[config.mk]
export PLATFORM = sky130hd
export DESIGN_NAME = first_fit_block_allocator
export DESIGN_NICKNAME = d
export VERILOG_FILES = /design/src/rtl/core/ffba_pkg.sv /design/src/rtl/core/ffba_ram.sv /design/src/rtl/core/first_fit_block_allocator.sv
export SDC_FILE = /design/constraint.sdc
export NUM_CORES = 1
export LEC_CHECK = 0
export BUFFER_PORTS_ARGS = -buffer_cell sky130_fd_sc_hd__buf_4
export CAP_MARGIN = 5
export CORE_UTILIZATION = 30
export CTS_CLUSTER_DIAMETER = 50
export DETAILED_ROUTE_END_ITERATION = 8
export PLACE_DENSITY = 0.47
export SYNTH_ARGS = -nofsm -noshare
export SYNTH_HDL_FRONTEND = slang
export SYNTH_SLANG_ARGS = --single-unit
[constraint.sdc]
create_clock -name clock -period 7.03 [get_ports clock]
set_clock_uncertainty 0.2 [all_clocks]
set_input_delay 1.406 -clock clock [delete_from_list [all_inputs] [get_ports clock]]
set_output_delay 1.406 -clock clock [all_outputs]
set_load 0.1 [all_outputs]
[src/rtl/core/ffba_pkg.sv]
// ============================================================================
// ffba_pkg: shared types and constants of the first-fit block allocator
// Table sizing, status and operation codes, the packed transfer payloads and the table entry.
// ============================================================================
`default_nettype none

package ffba_pkg;

   localparam int MAX_BLOCKS      = 16;
   localparam int IDX_W           = $clog2(MAX_BLOCKS);
   localparam int CNT_W           = $clog2(MAX_BLOCKS + 1);
   localparam int ARENA_BYTES_MAX = 65536;
   localparam int OFF_W           = 16;
   localparam int SIZE_W          = 17;
   localparam int ENTRY_W         = OFF_W + SIZE_W;

   localparam logic OP_ALLOC = 1'b0;
   localparam logic OP_FREE  = 1'b1;

   localparam logic [1:0] ST_DONE      = 2'd0;
   localparam logic [1:0] ST_NO_SPACE  = 2'd1;
   localparam logic [1:0] ST_FULL      = 2'd2;
   localparam logic [1:0] ST_NOT_FOUND = 2'd3;

   typedef struct packed {
      logic              op;
      logic [SIZE_W-1:0] alloc_size;
      logic [OFF_W-1:0]  free_offset;
   } req_type;

   typedef struct packed {
      logic [1:0]       status;
      logic [OFF_W-1:0] offset;
   } rsp_type;

   typedef struct packed {
      logic [OFF_W-1:0]  start;
      logic [SIZE_W-1:0] length;
   } entry_type;

endpackage

`default_nettype wire

[src/rtl/core/ffba_ram.sv]
// ============================================================================
// ffba_ram: generic single-write, single-read RAM
// One write port and one read port with the read data registered.
// ============================================================================
`default_nettype none

module ffba_ram #(
   parameter int WIDTH  = 8,
   parameter int DEPTH  = 16,
   parameter int ADDR_W = $clog2(DEPTH)
) (
   input  wire logic              clock,
   input  wire logic              we,
   input  wire logic [ADDR_W-1:0] waddr,
   input  wire logic [WIDTH-1:0]  wdata,
   input  wire logic [ADDR_W-1:0] raddr,
   output logic      [WIDTH-1:0]  rdata
);

   logic [WIDTH-1:0] mem_ff [DEPTH];
   logic [WIDTH-1:0] rdata_ff;

   always_ff @(posedge clock) begin
      if (we) begin
         mem_ff[waddr] <= wdata;
      end
      rdata_ff <= mem_ff[raddr];
   end

   assign rdata = rdata_ff;

endmodule

`default_nettype wire

[src/rtl/core/first_fit_block_allocator.sv]
// ============================================================================
// first_fit_block_allocator: first-fit allocator over a configurable arena
// Keeps a sorted table of allocated blocks in a RAM and serves allocate and
// free requests one at a time.
// ============================================================================
//
//  channel  direction  payload                  handshake
//  -------  ---------  -----------------------  ---------------------
//  req      in         ffba_pkg::req_type       req_valid / req_ready
//  rsp      out        ffba_pkg::rsp_type       rsp_valid / rsp_ready
//  csr      in         arena_size               csr_valid / csr_ready
//
// One request is worked on at a time; visiting an entry takes a RAM read, then
// a compare, and moving one on an insert or a removal takes a read and a write.
// Synchronous reset clears the state, the entry count and the response valid,
// and sets the arena size to the largest arena; the RAM is never cleared. A
// stalled result waits in an output register, so the next request can already
// start.
`default_nettype none

module first_fit_block_allocator (
   input  wire logic              clock,
   input  wire logic              reset,
   input  wire logic              req_valid,
   output logic                   req_ready,
   input  wire ffba_pkg::req_type req_data,
   output logic                   rsp_valid,
   input  wire logic              rsp_ready,
   output ffba_pkg::rsp_type      rsp_data,
   input  wire logic              csr_valid,
   output logic                   csr_ready,
   input  wire logic [ffba_pkg::SIZE_W-1:0] csr_data
);

   localparam int SW = ffba_pkg::SIZE_W;
   localparam int OW = ffba_pkg::OFF_W;
   localparam int IW = ffba_pkg::IDX_W;
   localparam int CW = ffba_pkg::CNT_W;
   // Running end of the previous block can reach an offset plus a length.
   localparam int PW = SW + 1;
   localparam int SUMW = PW + 1;

   localparam logic [2:0] S_IDLE     = 3'd0;
   localparam logic [2:0] S_SCAN_RD  = 3'd1;
   localparam logic [2:0] S_SCAN_EV  = 3'd2;
   localparam logic [2:0] S_SHIFT_RD = 3'd3;
   localparam logic [2:0] S_SHIFT_WR = 3'd4;
   localparam logic [2:0] S_PLACE    = 3'd5;
   localparam logic [2:0] S_FIN      = 3'd6;

   localparam logic [CW-1:0] CNT_MAX = CW'(ffba_pkg::MAX_BLOCKS);
   localparam logic [SW-1:0] ARENA_MAX = SW'(ffba_pkg::ARENA_BYTES_MAX);

   logic [2:0]   state_ff, state_in;
   logic         op_ff, op_in;
   logic [SW-1:0] size_ff, size_in;
   logic [OW-1:0] foff_ff, foff_in;
   logic [CW-1:0] idx_ff, idx_in;
   logic [IW-1:0] pos_ff, pos_in;
   logic [PW-1:0] prev_ff, prev_in;
   logic [CW-1:0] cnt_ff, cnt_in;
   logic [SW-1:0] arena_ff;
   logic          rsp_valid_ff, rsp_valid_in;
   ffba_pkg::rsp_type rsp_ff, rsp_in, res_ff, res_in;

   logic                       ram_we;
   logic [IW-1:0]              ram_waddr, ram_raddr;
   ffba_pkg::entry_type        ram_wdata, ram_rdata;
   logic [SW-1:0]              arena_lim;
   logic [SUMW-1:0]            fit_end;
   logic [CW-1:0]              idx_m1, idx_p1;

   ffba_ram #(
      .WIDTH (ffba_pkg::ENTRY_W),
      .DEPTH (ffba_pkg::MAX_BLOCKS)
   ) u_table (
      .clock (clock),
      .we    (ram_we),
      .waddr (ram_waddr),
      .wdata (ram_wdata),
      .raddr (ram_raddr),
      .rdata (ram_rdata)
   );

   // Values above the largest arena are clipped to it.
   assign arena_lim = (arena_ff > ARENA_MAX) ? ARENA_MAX : arena_ff;
   // A request fits a gap when the previous end plus its size stays within it.
   assign fit_end   = SUMW'(prev_ff) + SUMW'(size_ff);
   assign idx_m1    = idx_ff - CW'(1);
   assign idx_p1    = idx_ff + CW'(1);

   assign req_ready = (state_ff == S_IDLE);
   assign csr_ready = 1'b1;
   assign rsp_valid = rsp_valid_ff;
   assign rsp_data  = rsp_ff;

   always_comb begin
      state_in     = state_ff;
      op_in        = op_ff;
      size_in      = size_ff;
      foff_in      = foff_ff;
      idx_in       = idx_ff;
      pos_in       = pos_ff;
      prev_in      = prev_ff;
      cnt_in       = cnt_ff;
      res_in       = res_ff;
      rsp_in       = rsp_ff;
      rsp_valid_in = rsp_valid_ff;
      ram_we       = 1'b0;
      ram_waddr    = idx_ff[IW-1:0];
      ram_wdata    = ram_rdata;
      ram_raddr    = idx_ff[IW-1:0];

      if (rsp_valid_ff && rsp_ready) begin
         rsp_valid_in = 1'b0;
      end

      unique case (state_ff)
         S_IDLE: begin
            if (req_valid) begin
               op_in   = req_data.op;
               size_in = req_data.alloc_size;
               foff_in = req_data.free_offset;
               idx_in  = '0;
               prev_in = '0;
               res_in  = '{status: ffba_pkg::ST_DONE, offset: '0};
               if (req_data.op == ffba_pkg::OP_ALLOC && cnt_ff == CNT_MAX) begin
                  res_in.status = ffba_pkg::ST_FULL;
                  state_in      = S_FIN;
               end else if (req_data.op == ffba_pkg::OP_ALLOC &&
                            req_data.alloc_size == '0) begin
                  res_in.status = ffba_pkg::ST_NO_SPACE;
                  state_in      = S_FIN;
               end else begin
                  state_in = S_SCAN_RD;
               end
            end
         end
         S_SCAN_RD: begin
            if (idx_ff == cnt_ff) begin
               // Past the last entry: only the tail gap is left.
               if (op_ff == ffba_pkg::OP_ALLOC) begin
                  if (fit_end <= SUMW'(arena_lim)) begin
                     pos_in        = idx_ff[IW-1:0];
                     res_in.offset = prev_ff[OW-1:0];
                     state_in      = S_PLACE;
                  end else begin
                     res_in.status = ffba_pkg::ST_NO_SPACE;
                     state_in      = S_FIN;
                  end
               end else begin
                  res_in.status = ffba_pkg::ST_NOT_FOUND;
                  state_in      = S_FIN;
               end
            end else begin
               state_in = S_SCAN_EV;
            end
         end
         S_SCAN_EV: begin
            if (op_ff == ffba_pkg::OP_ALLOC) begin
               if (fit_end <= SUMW'(ram_rdata.start)) begin
                  pos_in        = idx_ff[IW-1:0];
                  idx_in        = cnt_ff;
                  res_in.offset = prev_ff[OW-1:0];
                  state_in      = S_SHIFT_RD;
               end else begin
                  prev_in  = PW'(ram_rdata.start) + PW'(ram_rdata.length);
                  idx_in   = idx_p1;
                  state_in = S_SCAN_RD;
               end
            end else begin
               if (ram_rdata.start == foff_ff) begin
                  pos_in   = idx_ff[IW-1:0];
                  state_in = S_SHIFT_RD;
               end else begin
                  idx_in   = idx_p1;
                  state_in = S_SCAN_RD;
               end
            end
         end
         S_SHIFT_RD: begin
            if (op_ff == ffba_pkg::OP_ALLOC) begin
               // Open a hole at pos by moving entries up, top first.
               if (idx_ff > CW'(pos_ff)) begin
                  ram_raddr = idx_m1[IW-1:0];
                  state_in  = S_SHIFT_WR;
               end else begin
                  state_in = S_PLACE;
               end
            end else begin
               // Close the hole at pos by moving entries down.
               if (idx_p1 < cnt_ff) begin
                  ram_raddr = idx_p1[IW-1:0];
                  state_in  = S_SHIFT_WR;
               end else begin
                  cnt_in   = cnt_ff - CW'(1);
                  state_in = S_FIN;
               end
            end
         end
         S_SHIFT_WR: begin
            ram_we   = 1'b1;
            idx_in   = (op_ff == ffba_pkg::OP_ALLOC) ? idx_m1 : idx_p1;
            state_in = S_SHIFT_RD;
         end
         S_PLACE: begin
            ram_we    = 1'b1;
            ram_waddr = pos_ff;
            ram_wdata = '{start: prev_ff[OW-1:0], length: size_ff};
            cnt_in    = cnt_ff + CW'(1);
            state_in  = S_FIN;
         end
         S_FIN: begin
            if (!rsp_valid_ff || rsp_ready) begin
               rsp_in       = res_ff;
               rsp_valid_in = 1'b1;
               state_in     = S_IDLE;
            end
         end
         default: begin
            state_in = S_IDLE;
         end
      endcase
   end

   always_ff @(posedge clock) begin
      if (reset) begin
         state_ff     <= S_IDLE;
         cnt_ff       <= '0;
         arena_ff     <= ARENA_MAX;
         rsp_valid_ff <= 1'b0;
      end else begin
         state_ff     <= state_in;
         cnt_ff       <= cnt_in;
         rsp_valid_ff <= rsp_valid_in;
         if (csr_valid && csr_ready) begin
            arena_ff <= csr_data;
         end
      end
      op_ff   <= op_in;
      size_ff <= size_in;
      foff_ff <= foff_in;
      idx_ff  <= idx_in;
      pos_ff  <= pos_in;
      prev_ff <= prev_in;
      res_ff  <= res_in;
      rsp_ff  <= rsp_in;
   end

endmodule

`default_nettype wire
==> results.py, run 1 <==
metrics = {
    "global_route": {
        "grt.met1_usage_pct": 21.79,
        "antenna_found_initial": 0,
        "grtUsageMet3_pct": 2.256,
        "grt.overflow.total": 0,
        "grt_pass1_vias": 16430,
        "global_route.peak_usage_layer": "met2",
        "grt_first_pass_wirelength_um": 114900,
        "grt_usage_pct": 16.26,
        "grtUsageMet2_pct": 27.90,
        "pin_count_of_the_biggest_net_entering_global_routing": 66,
    },
    "hold_path": {
        "hold_path.class": "reg2reg",
        "holdPathStages": 0,
        "worst_hold_path.endpoint": "rsp_data[4]",
        "hold_start": "res_ff[4]",
    },
    "setup_path": {
        "crit-reg2reg-launch": "size_ff[0]",
        "worstRegToRegCells": 19,
        "worst_case_register_to_register_setup_slack_ps": 1450,
        "worst-endpoint-arrival_ps": 5510,
        "path_max_fanout": 16,
        "setup.worst_path.start_class": "flop",
        "reg2reg_to": "res_ff[0]",
        "endpoint_kind": "flop",
        "startpoint_to_endpoint_class_of_the_critical_path": "reg2reg",
        "critPathRequiredTime_ps": 6950,
    },
    "cts": {
        "post_cts_resized": 0,
        "clk_latency_worst_skew_pair_ps": 630,
        "tritoncts": "done",
        "htree_num_levels": 3,
        "cts-hold-fix-buffers": 0,
        "cts_max_path_buffers": 3,
        "total_clock_buffers_created_by_cts": 86,
        "postCtsSetupRepairBufs": 0,
        "numClockSinks": 684,
        "clock-root-buffer": "clkbuf_16",
        "path_clk_slew_ps": 50,
    },
    "synth": {
        "top_cell_type_by_total_area_after_synthesis": "edfxtp_1",
        "dominantRegCellSynth": "edfxtp_1",
        "synth_commonest_cells": "625 x edfxtp_1, 132 x mux4_2, 90 x nor2_1",
        "synthXorXnorAreaFrac_pct": 2.227,
        "synth_fp_nets": 1812,
        "synth-edff-count": 625,
        "yosys_warnings": 0,
        "synthMostInstantiatedCell": "edfxtp_1",
        "adder_cell_fraction_of_synth_area_pct": 3.525,
        "synthesis.area_per_instance_sq_um": 17.16,
        "synth-simple-area-share_pct": 5.057,
        "postSynth.asyncResetShare_pct": 0,
        "postSynthCellCount": 1680,
        "synth-seq-cells": 684,
        "yosysSeqAreaShare_pct": 69.21,
        "synth_top_area_share_pct": 65.11,
        "yosys-mux-area-fraction_pct": 12.29,
        "main_combinational_cell_family_by_area_after_synthesis": "multiplexers",
        "synth.area.top_cells": "edfxtp_1 65%, mux4_2 10%, dfxtp_1 4.1%",
        "synthesized_area_fraction_occupied_by_ao_oa_aoi_and_oai_cells_pct": 5.873,
        "ys_types": 83,
        "synth_area_sq_um": 28820,
    },
    "sta": {
        "worstMarginPinSlew_ps": 1237,
        "timing.setup.tns_ps": 0,
        "grt_setup_unrepaired": "false",
        "finalHoldViolations": 0,
        "layout_min_cycle_time_ps": 5582,
        "timing.final.max_slew_violations": 0,
        "fmax_mhz": 179.2,
        "timing.final.crit_share_pct": 79.40,
        "maxSlewHeadroom_pct": 16.63,
        "finalSetupViolations": 0,
    },
    "route": {
        "route.detailed.drc": 0,
        "vias": 15740,
        "drt-vias-per-instance": 4.995,
        "dr.first_iter.drc_count": 1289,
        "wire_per_inst_um": 25.11,
        "drt-total-wl_um": 79090,
        "dr.pass1.iters": 6,
        "antenna_left": 0,
    },
    "placement": {
        "dpl-instance-area_sq_um": 31130,
        "post-dp-hpwl_um": 49970,
        "placement.io_buffers": 75,
        "place.gp.congestion": 0.8957,
    },
    "floorplan": {
        "die_height_um": 312.0,
        "floorplan.die_area_sq_um": 97320,
        "design.core.area_sq_um": 95150,
        "rows": 113,
        "ios": 77,
        "initial_utilization_pct": 30.29,
        "chipWidth_um": 312.0,
    },
    "power": {
        "pwr_density_cell_nw_per_um2": 361.9,
        "ir_drop_v": 0.0001965,
        "total_power_mw": 12.34,
        "leakagePower_nw": 11.57,
    },
    "layout": {
        "final_layout_size_suffix_gt1_share_pct": 24.68,
        "areaGrowthSynthToFinish_pct": 18.34,
        "design_area_sq_um": 34110,
        "nets": 1943,
    },
    "run_status": {
        "status": "finished clean",
    },
    "job": {
        "cap_violations": 0,
    },
}
==> through the flow <==
step	setup WS [ps]	std cells	utilization (%)	hold WS, ps
after CTS	1388	3149	35.85	213.9
after global placement	1427	2988	32.71	208.8
after detailed placement	1405	2988	32.71	206.2
final	1448	3150	35.85	213.2
after floorplan	1438	1680	-	200.3
after global routing	1007	3149	35.85	223.1
==> sequential cells by signal (all words and copies together) (netlist names), 3 cells and up <==
| name | cells |
|---|---|
| u_table.mem_ff | 528 |
| u_table.rdata | 33 |
| prev_ff | 18 |
| res_ff | 18 |
| rsp_data | 18 |
| arena_ff | 17 |
| size_ff | 17 |
| foff_ff | 16 |
| cnt_ff | 5 |
| idx_ff | 5 |
| pos_ff | 4 |
| state_ff | 3 |
==> report_power, final <==
part	internal (mW)	switching (mW)	total, mW
clock network	2.75	1.77	4.52
registers	4.96	0.281	5.24
logic	1.02	1.57	2.59
total	8.73	3.62	12.3
==> logic make-up after synthesis <==
kind of cell	Yosys count
adder cells (fa/ha/maj)	80
buffers and inverters	124
AO/OA/AOI/OAI	237
XOR/XNOR	67
other	1
AND/OR/NAND/NOR	302
flip-flops	684
multiplexers	185
==> final cells by class <==
cell class | count | area, sq um
Fill cell | 8896 | 61040
Inverter | 55 | 206.4
Timing Repair Buffer | 112 | 865.8
Sequential cell | 684 | 19950
Tap cell | 1265 | 1583
Clock inverter | 55 | 714.4
Antenna cell | 1 | 2.502
Multi-Input combinational cell | 872 | 8522
Clock buffer | 106 | 2267
==> worst max path at each step <==
| stage | startpoint | endpoint | slack (ps) | cells after the start |
|---|---|---|---|---|
| 4_1_cts | size_ff[0] | res_ff[0] | 1390 | 19 |
| 6_report | size_ff[0] | res_ff[0] | 1450 | 19 |
| 3_5_place_dp | prev_ff[0] | res_ff[9] | 1400 | 19 |
| 5_1_grt | prev_ff[0] | res_ff[15] | 1010 | 19 |
| 2_1_floorplan | prev_ff[0] | prev_ff[0] | 1440 | 19 |
| 3_3_place_gp | prev_ff[0] | res_ff[10] | 1430 | 19 |
==> worst max-delay path, cell delays in order (launching register included) <==
cell	delay [ps]
edfxtp_1	360
ha_1	200
inv_1	60
fa_1	390
nand2b_1	180
a211o_1	320
a21oi_2	370
a31oi_1	160
xnor2_1	180
ha_1	310
inv_1	50
nor4_1	250
o21ai_0	110
o311ai_0	150
a221oi_2	140
maj3_2	320
o221a_4	240
o211ai_4	310
nor2_2	80
nand3b_1	710
==> routing by layer <==
metal / up-vias / share of wire, %
met1: 8243 / 44
met4: 0 / 1.5
met3: 90 / 4.7
met2: 439 / 50
li1: 6963 / -
met5: - / 0
==> placed cells by master, fill, tap and decap left out, types with 10 or more instances in the layout <==
cell type / n
ha_1: 73
clkinv_2: 13
nor2_4: 20
a31oi_1: 14
buf_4: 110
bufinv_16: 11
a22oi_1: 66
o21ai_0: 27
clkbuf_16: 86
nor2_1: 70
mux2i_1: 22
clkbuf_1: 16
a21oi_1: 42
nand2_1: 82
edfxtp_1: 625
nand3_1: 17
nor3_1: 15
a21o_1: 14
mux4_2: 132
inv_1: 54
xnor2_1: 27
and2_1: 24
dfxtp_1: 59
mux2_2: 31
xor2_1: 35
nor4_1: 13
o21a_1: 10
Note: power is estimated with default switching activity, not from simulation.
==> inputs of run 2 (changes only) <==
==> constraint.sdc (replaced) <==
create_clock -name clock -period 5.3 [get_ports clock]
set_clock_uncertainty 0.2 [all_clocks]
set_input_delay 1.06 -clock clock [delete_from_list [all_inputs] [get_ports clock]]
set_output_delay 1.06 -clock clock [all_outputs]
set_load 0.1 [all_outputs]
==> run 2 against run 1 <==
Compared with the run above:
- critical path depth rose by 1
- non-clock buffer count increased by 16
- fmax rose by 9.9%
- first-iteration DRC count is 3.6% lower
- critical endpoint is now prev_ff[4]
- sequential share of layout area fell by 0.19 points
==> results.py, run 2 (synthesis gave the netlist of run 1 again) <==
metrics = {
    "power": {
        "ir_drop_v": 0.0002482,
        "pwr_density_cell_nw_per_um2": 473.5,
        "leakagePower_nw": 11.62,
        "total_power_mw": 16.21,
    },
    "layout": {
        "area_of_the_multi_input_gates_sq_um": 8536,
        "final_layout_size_suffix_gt1_share_pct": 24.55,
        "regMostFlops": "u_table.mem_ff",
        "largest_register_ffs": 528,
        "most-common-layout-cells": "625 x edfxtp_1, 132 x mux4_2, 114 x buf_4",
        "area.sequential_sq_um": 19950,
        "nets": 1956,
        "layout.cells.most_common": "edfxtp_1",
        "areaGrowthSynthToFinish_pct": 18.74,
        "final_util_pct": 35.97,
        "insertedDiodeCount": 0,
        "design_area_sq_um": 34220,
        "fin_cells": 3159,
        "num-fill-cells": 8873,
    },
    "placement": {
        "pre_cts_slack_ps": 268.0,
        "dpl-instance-area_sq_um": 31400,
        "place.gp.congestion": 0.8812,
        "placedCellCount": 3004,
        "post-dp-hpwl_um": 49390,
        "placement.io_buffers": 75,
    },
    "sta": {
        "fmax_mhz": 196.9,
        "worstMarginPinSlew_ps": 1071,
        "layout_min_cycle_time_ps": 5079,
        "final.setup.worst_slack_ps": 221.1,
        "timing.hold.ws_ps": 220.6,
        "timing.final.max_slew_violations": 0,
        "finalHoldViolations": 0,
        "timing.setup.tns_ps": 0,
        "grt_setup_unrepaired": "false",
        "maxSlewHeadroom_pct": 28.27,
        "finalSetupViolations": 0,
        "timing.final.crit_share_pct": 95.83,
    },
    "floorplan": {
        "chipWidth_um": 312.0,
        "initial_utilization_pct": 30.29,
        "floorplan.die_area_sq_um": 97320,
        "ios": 77,
        "die_height_um": 312.0,
        "design.core.area_sq_um": 95150,
        "rows": 113,
    },
    "global_route": {
        "grt_pass1_vias": 16450,
        "grt_usage_pct": 16.16,
        "pin_count_of_the_biggest_net_entering_global_routing": 44,
        "grt_first_pass_wirelength_um": 114600,
        "grt.overflow.total": 0,
        "antenna_found_initial": 4,
    },
    "route": {
        "drt-total-wl_um": 78480,
        "dr.first_iter.drc_count": 1242,
        "wire_per_inst_um": 24.84,
        "route.detailed.drc": 0,
        "antenna_left": 0,
        "drt-vias-per-instance": 4.998,
        "vias": 15790,
        "dr.pass1.iters": 5,
    },
    "cts": {
        "total_clock_buffers_created_by_cts": 83,
        "tritoncts": "done",
        "clock-root-buffer": "clkbuf_16",
        "cts_max_path_buffers": 3,
        "post_cts_resized": 0,
        "clk_latency_worst_skew_pair_ps": 650,
        "postCtsSetupRepairBufs": 0,
        "cts-hold-fix-buffers": 0,
        "numClockSinks": 684,
        "htree_num_levels": 3,
        "path_clk_slew_ps": 60,
    },
    "setup_path": {
        "path_max_fanout": 18,
        "critPathRequiredTime_ps": 5410,
        "setup.worst_path.start_class": "flop",
        "endpoint_kind": "flop",
        "worst-endpoint-arrival_ps": 5190,
        "startpoint_to_endpoint_class_of_the_critical_path": "reg2reg",
    },
    "hold_path": {
        "hold_path.class": "reg2reg",
    },
    "run_status": {
        "status": "finished clean",
    },
    "job": {
        "cap_violations": 0,
    },
}
## run 2: worst paths after layout
kind	start	to	slack (ps)	cells past startpoint
worst min register to register	res_ff[12]	rsp_data[12]	220	0
worst max-delay path	prev_ff[0]	prev_ff[4]	220	20
worst min-delay path	res_ff[12]	rsp_data[12]	220	0
worst max register to register	prev_ff[0]	prev_ff[4]	220	20
## run 2: routing by layer
layer  share of wire [%]  track usage (%)  up-vias
met5               0.017                0        -
li1                    -                -     7003
met4                 2.6            5.325        2
met2                  49            26.72      427
met1                  44            21.89     8252
met3                 4.7            2.263      104
## run 2: critical path, cell delays in order (launching register included)
cell and delay [ps]:
edfxtp_1 380, ha_1 230, inv_1 70, fa_1 400, nand2b_1 190, a211o_1 330, a21oi_2 240, a31oi_1 140
xnor2_1 180, ha_1 310, inv_1 60, nor4_1 280, o21ai_0 130, o311ai_0 150, a221oi_2 130, maj3_2 320
o221a_4 240, o21ai_1 240, a31oi_1 140, nor3_2 200, buf_12 200
## run 2: where the power goes
group          internal, mW  leakage (nW)  switching [mW]
Sequential             6.58          6.19           0.325
Combinational          1.42          4.07            2.15
Clock                  3.46          1.35            2.27
## run 2: layout make-up
class,count,share of cell area (%)
Timing Repair Buffer,128,3.320
Inverter,55,0.6032
Clock inverter,44,1.667
Sequential cell,684,58.29
Clock buffer,111,6.555
Tap cell,1265,4.625
Multi-Input combinational cell,872,24.94
